### src/rtl/core/pn2d_pkg.sv
// ----------------------------------------------------------------------------
// pn2d_pkg: shared types and constants for the 2D gradient noise pipeline
// Fixed-point format, stream widths, stage enables and the rounding multiply.
// ----------------------------------------------------------------------------
package pn2d_pkg;

  // Coordinate and table geometry
  localparam int FRAC_BITS  = 16;
  localparam int COORD_W    = 32;
  localparam int IDX_W      = 8;
  localparam int PERM_W     = 8;
  localparam int TABLE_SIZE = 256;
  localparam int OUT_W      = 16;

  // Stream widths: x, y, table index, table value from the lowest bit up
  localparam int S_DATA_W   = 2 * COORD_W + IDX_W + PERM_W;
  localparam int M_DATA_W   = OUT_W;

  // Internal signed fixed point with FRAC_BITS fraction bits
  localparam int FX_W       = 24;
  localparam int PROD_W     = 2 * FX_W;

  typedef logic signed [FX_W-1:0]   fx_t;
  typedef logic [FRAC_BITS-1:0]     frac_t;
  typedef logic [IDX_W-1:0]         idx_t;
  typedef logic [PERM_W-1:0]        perm_t;

  localparam fx_t FX_ONE     = fx_t'(64'sd1 <<< FRAC_BITS);
  localparam fx_t FADE_C6    = fx_t'(6);
  localparam fx_t FADE_C15   = fx_t'(15 * (64'sd1 <<< FRAC_BITS));
  localparam fx_t FADE_C10   = fx_t'(10 * (64'sd1 <<< FRAC_BITS));
  localparam logic [PROD_W-1:0] PROD_HALF = PROD_W'(64'd1 << (FRAC_BITS - 1));

  // Request kinds carried on tuser
  typedef enum logic {
    REQ_WRITE = 1'b0,
    REQ_EVAL  = 1'b1
  } req_t;

  // Load enables of the pipeline stages shared with the fade unit
  typedef struct packed {
    logic b;
    logic c;
    logic d;
  } pn2d_adv_t;

  // Fixed-point multiply, round to nearest with ties away from zero
  function automatic fx_t fx_mul(fx_t a, fx_t b);
    logic signed [PROD_W-1:0] p;
    logic [PROD_W-1:0]        mag;
    logic [PROD_W-1:0]        r;
    fx_t                      rr;
    p   = PROD_W'(a) * PROD_W'(b);
    mag = p[PROD_W-1] ? unsigned'(-p) : unsigned'(p);
    r   = (mag + PROD_HALF) >> FRAC_BITS;
    rr  = signed'(r[FX_W-1:0]);
    return p[PROD_W-1] ? -rr : rr;
  endfunction

endpackage

### src/rtl/core/pn2d_fade.sv
// ----------------------------------------------------------------------------
// pn2d_fade: quintic fade curve, three stages
// Computes 6t^5-15t^4+10t^3 as t*t*t*(t*(6t-15)+10), clamped to [0,1], with
// stage 1 multiplying twice. Stages follow the main pipeline enables b, c, d.
// ----------------------------------------------------------------------------
module pn2d_fade (
  input  logic              clk,
  input  pn2d_pkg::pn2d_adv_t adv,
  input  pn2d_pkg::frac_t   t_in,
  output pn2d_pkg::fx_t     fade
);
  import pn2d_pkg::*;

  fx_t t_s;
  fx_t inner;
  fx_t t_b;
  fx_t t2_b;
  fx_t m_b;
  fx_t t3_c;
  fx_t m_c;
  fx_t f_raw;

  // Widen the fraction to the internal format
  assign t_s   = fx_t'(signed'({{(FX_W - FRAC_BITS){1'b0}}, t_in}));
  assign inner = FADE_C6 * t_s - FADE_C15;

  // First stage: t*(6t-15)+10 and t*t
  always_ff @(posedge clk) begin
    if (adv.b) begin
      t_b  <= t_s;
      t2_b <= fx_mul(t_s, t_s);
      m_b  <= fx_mul(t_s, inner) + FADE_C10;
    end
  end

  // Second stage: t^3
  always_ff @(posedge clk) begin
    if (adv.c) begin
      t3_c <= fx_mul(t2_b, t_b);
      m_c  <= m_b;
    end
  end

  // Third stage: final product and clamp
  assign f_raw = fx_mul(t3_c, m_c);

  always_ff @(posedge clk) begin
    if (adv.d) begin
      if (f_raw < 0) begin
        fade <= '0;
      end else if (f_raw > FX_ONE) begin
        fade <= FX_ONE;
      end else begin
        fade <= f_raw;
      end
    end
  end

endmodule

### config.mk
export PLATFORM = sky130hd
export DESIGN_NAME = pn2d_fade
export DESIGN_NICKNAME = d
export VERILOG_FILES = /design/src/rtl/core/pn2d_pkg.sv /design/src/rtl/core/pn2d_fade.sv
export SDC_FILE = /design/constraint.sdc
export NUM_CORES = 2
export LEC_CHECK = 0
export CAP_MARGIN = 25
export CORE_ASPECT_RATIO = 0.5
export CORE_MARGIN = 8
export CORE_UTILIZATION = 40
export DETAILED_ROUTE_END_ITERATION = 8
export DONT_BUFFER_PORTS = 1
export PLACE_DENSITY_LB_ADDON = 0.15
export SLEW_MARGIN = 0
export SYNTH_ARGS = -nofsm -noshare
export SYNTH_HDL_FRONTEND = slang
export SYNTH_SLANG_ARGS = --single-unit
### constraint.sdc
create_clock -name clk -period 19.95 [get_ports clk]
set_input_delay 5.985 -clock clk [delete_from_list [all_inputs] [get_ports clk]]
set_output_delay 5.985 -clock clk [all_outputs]
set_load 0.1 [all_outputs]
==> impl_metrics.yaml <==
outcome:
  outcome: "finished clean"
clocking:
  cts-htree-levels: 4
  clock_latency_ps: 490
  cts_tree: "yes"
  clockBufferDepth: 2
  clk_pin_slew_ps: 70
  numCtsBuffers: 17
  cts.sinks: 126
  root_buffer: "clkbuf_16"
global_route:
  grt_pass1_vias: 45013
  grt_max_degree: 66
  grt-ovfl-total: 0
  antenna_found_initial: 1
  track_usage_pct: 21.0
  grt_first_pass_wirelength_mm: 253
critical_path:
  crit_arrival_ps: 19230
  worstSetupPathType: "in2reg"
  critPathRequiredTime_ps: 20150
  worstSetupStartpointType: "input port"
  slowest_stage: "or4b_1"
  slowest_delay_ps: 590
  r2r_start: "m_c[0]"
  crit_path_end_kind: "flop"
  setup.worst_path.start: "t_in[1]"
  reg2reg_depth: 38
  critPathMaxFanout: 33
floorplan:
  io_pins: 44
  dieHeight_um: 279
  fp.dieW_um: 542
  dieArea_um2: 151000
  num_rows: 96
  core_area_um2: 137000
  initial_core_util_pct: 40.3
timing:
  rsz0062_at_grt: "false"
  finalSetupViolations: 0
  final_hold_viol_count: 0
  tightest_slew_ps: 1060
  finalSetupTns_ps: 0
  period_minus_slack_ps: 19030
  maxSlewViolCount: 0
  slew_headroom_pct: 29.1
  max_freq_mhz: 52.5
  fin_worst_skew_ps: 22.7
  timing.final.crit_share_pct: 95.4
final_layout:
  fillers: 13657
  area.growth.synth_to_final_pct: 4.97
  finalNetCount: 7755
  drive_gt1_share_pct: 3.12
yosys:
  async_flop_share_pct: 0
  post_synth_num_cell_types: 103
  synth-seq-area-share_pct: 6.85
  synth-seq-cells: 126
  yosys_warnings: 0
  syn_inst: 6238
  synth_area_um2: 55300
  synth-edff-count: 126
  ys.flop_type: "edfxtp_1"
  syn_area_per_cell_um2: 8.86
routing:
  viasPerCell: 5.22
  drt_iter0_drc: 2486
  routedWlPerCell_um: 19.7
  ant_nets: 0
  dr.pass1.iters: 6
  vias: 41510
  wl_mm: 157
  drc: 0
run:
  cap_violations: 0
place:
  place.gp.congestion: 0.961
  port_buffers: 0
  place_hpwl_mm: 125
hold_path:
  min_from: "m_b[3]"
  hold_path.class: "reg2reg"
  hold-path-cell-count: 0
[cell usage after synthesis, types with 8 or more instances]
master	number	share of area, %
inv_1	1329	9.0
fa_1	1112	40
nand2_1	832	5.7
ha_1	542	12
and2_1	392	4.4
clkbuf_1	253	1.7
nor2_1	253	1.7
xnor2_1	151	2.4
edfxtp_1	126	6.8
a21oi_1	123	1.1
o21ai_0	110	1.0
xor2_1	94	1.5
nor3_1	92	0.83
a21o_1	66	0.90
nand3_1	58	0.53
nand2b_1	50	0.57
and3_1	43	0.49
or3_1	40	0.45
nand4_1	35	0.40
a211oi_1	32	0.43
nor2b_1	27	0.31
o21a_1	26	0.35
a31oi_1	25	0.28
nor4_1	25	0.28
o211ai_1	24	0.33
o31ai_1	24	0.33
mux2i_1	21	0.38
or2_2	16	0.18
or4_1	16	0.22
a21boi_0	15	0.20
o21bai_1	12	0.16
a211o_1	11	0.17
nand3b_1	11	0.15
nor3b_1	11	0.15
o311ai_0	11	0.17
o2111ai_1	10	0.16
and4_1	9	0.14
a221oi_1	8	0.13
a41oi_1	8	0.13
o22ai_1	8	0.091
[worst max-delay path, delay by kind of cell]
| kind | cells | cell delay, ps |
|---|---|---|
| and+or+nand+nor | 14 | 3410 |
| AOI/OAI and AO/OA | 16 | 3650 |
| buffers and inverters | 9 | 910 |
| adders and majority gates | 11 | 4360 |
| xor gates and xnor gates | 5 | 870 |
[worst paths after layout]
| check | end | slack [ps] |
|---|---|---|
| worst max-delay path | m_b[21] | 920 |
| worst min-delay path | m_c[3] | 410 |
| worst max register to register | fade[1] | 6650 |
| worst min register to register | m_c[3] | 410 |
[flip-flops by register name, summed over array words and instances (netlist names)]
| name | cells |
|---|---|
| fade | 24 |
| m_b | 24 |
| m_c | 24 |
| t2_b | 17 |
| t3_c | 21 |
| t_b | 16 |
[layer usage]
layer  vias to the layer above  track usage [%]  routed length [um]
met5                         -                0                  10
met4                         2             5.55                4130
met3                       223             2.91                8140
met2                      1111             35.3               73100
met1                     21114             28.5               71700
li1                      19060                -                   -
[placed cells by master, fill, tap and decap left out, types with 43 or more instances in the layout]
master       n
a21oi_1    121
a21o_1      66
nor3_1      91
ha_1       541
buf_4       82
inv_1     1329
nor2_1     250
and3_1      43
o21ai_0    109
nand2b_1    50
nand2_1    832
xnor2_1    151
edfxtp_1   126
nand3_1     57
fa_1      1112
and2_1     392
xor2_1      93
[what timing repair did]
| action | CTS | global route |
|---|---|---|
| hold buffers | 0 | 0 |
| resized for setup | 0 | 13 |
| setup buffers | 0 | 2 |
| setup endpoints to repair | 0 | 4 |
[metrics by stage]
step / worst slack (ps) / utilization (%) / hold slack [ps] / std cells / cell area (um^2)
detailed placement: 154 / 41.8 / 405 / 7921 / 57300
finish: 916 / 42.3 / 410 / 7958 / 58000
floorplan: 3.35 / - / 400 / 6245 / 55300
CTS: 630 / 42.2 / 408 / 7953 / 57900
global placement: 362 / 41.7 / 401 / 7916 / 57200
global route: 22.5 / 42.3 / 424 / 7956 / 58000
[cell type report]
class | instances | area (um^2) | area share [%]
Antenna cell | 2 | 5.00 | 0.00863
Clock buffer | 17 | 425 | 0.733
Clock inverter | 15 | 164 | 0.283
Inverter | 1336 | 5020 | 8.65
Multi-Input combinational cell | 4512 | 45500 | 78.5
Sequential cell | 126 | 3780 | 6.52
Tap cell | 1862 | 2330 | 4.02
Timing Repair Buffer | 88 | 768 | 1.32
[cell families (layout without fill, tap and decap cells)]
family,after synthesis,count (layout),synth area share [%]
buffers and inverters,1607,1456,11.0
adders and majority gates,1655,1655,52.6
AOI/OAI and AO/OA,622,622,7.89
and+or+nand+nor,1954,1954,17.3
muxes,27,27,0.503
xor gates and xnor gates,246,246,3.92
DFF,126,126,6.85
other,1,10,0.00679
Power is not shown: default switching activity piles up to over one toggle a cycle in this logic, so the estimate is an artifact.
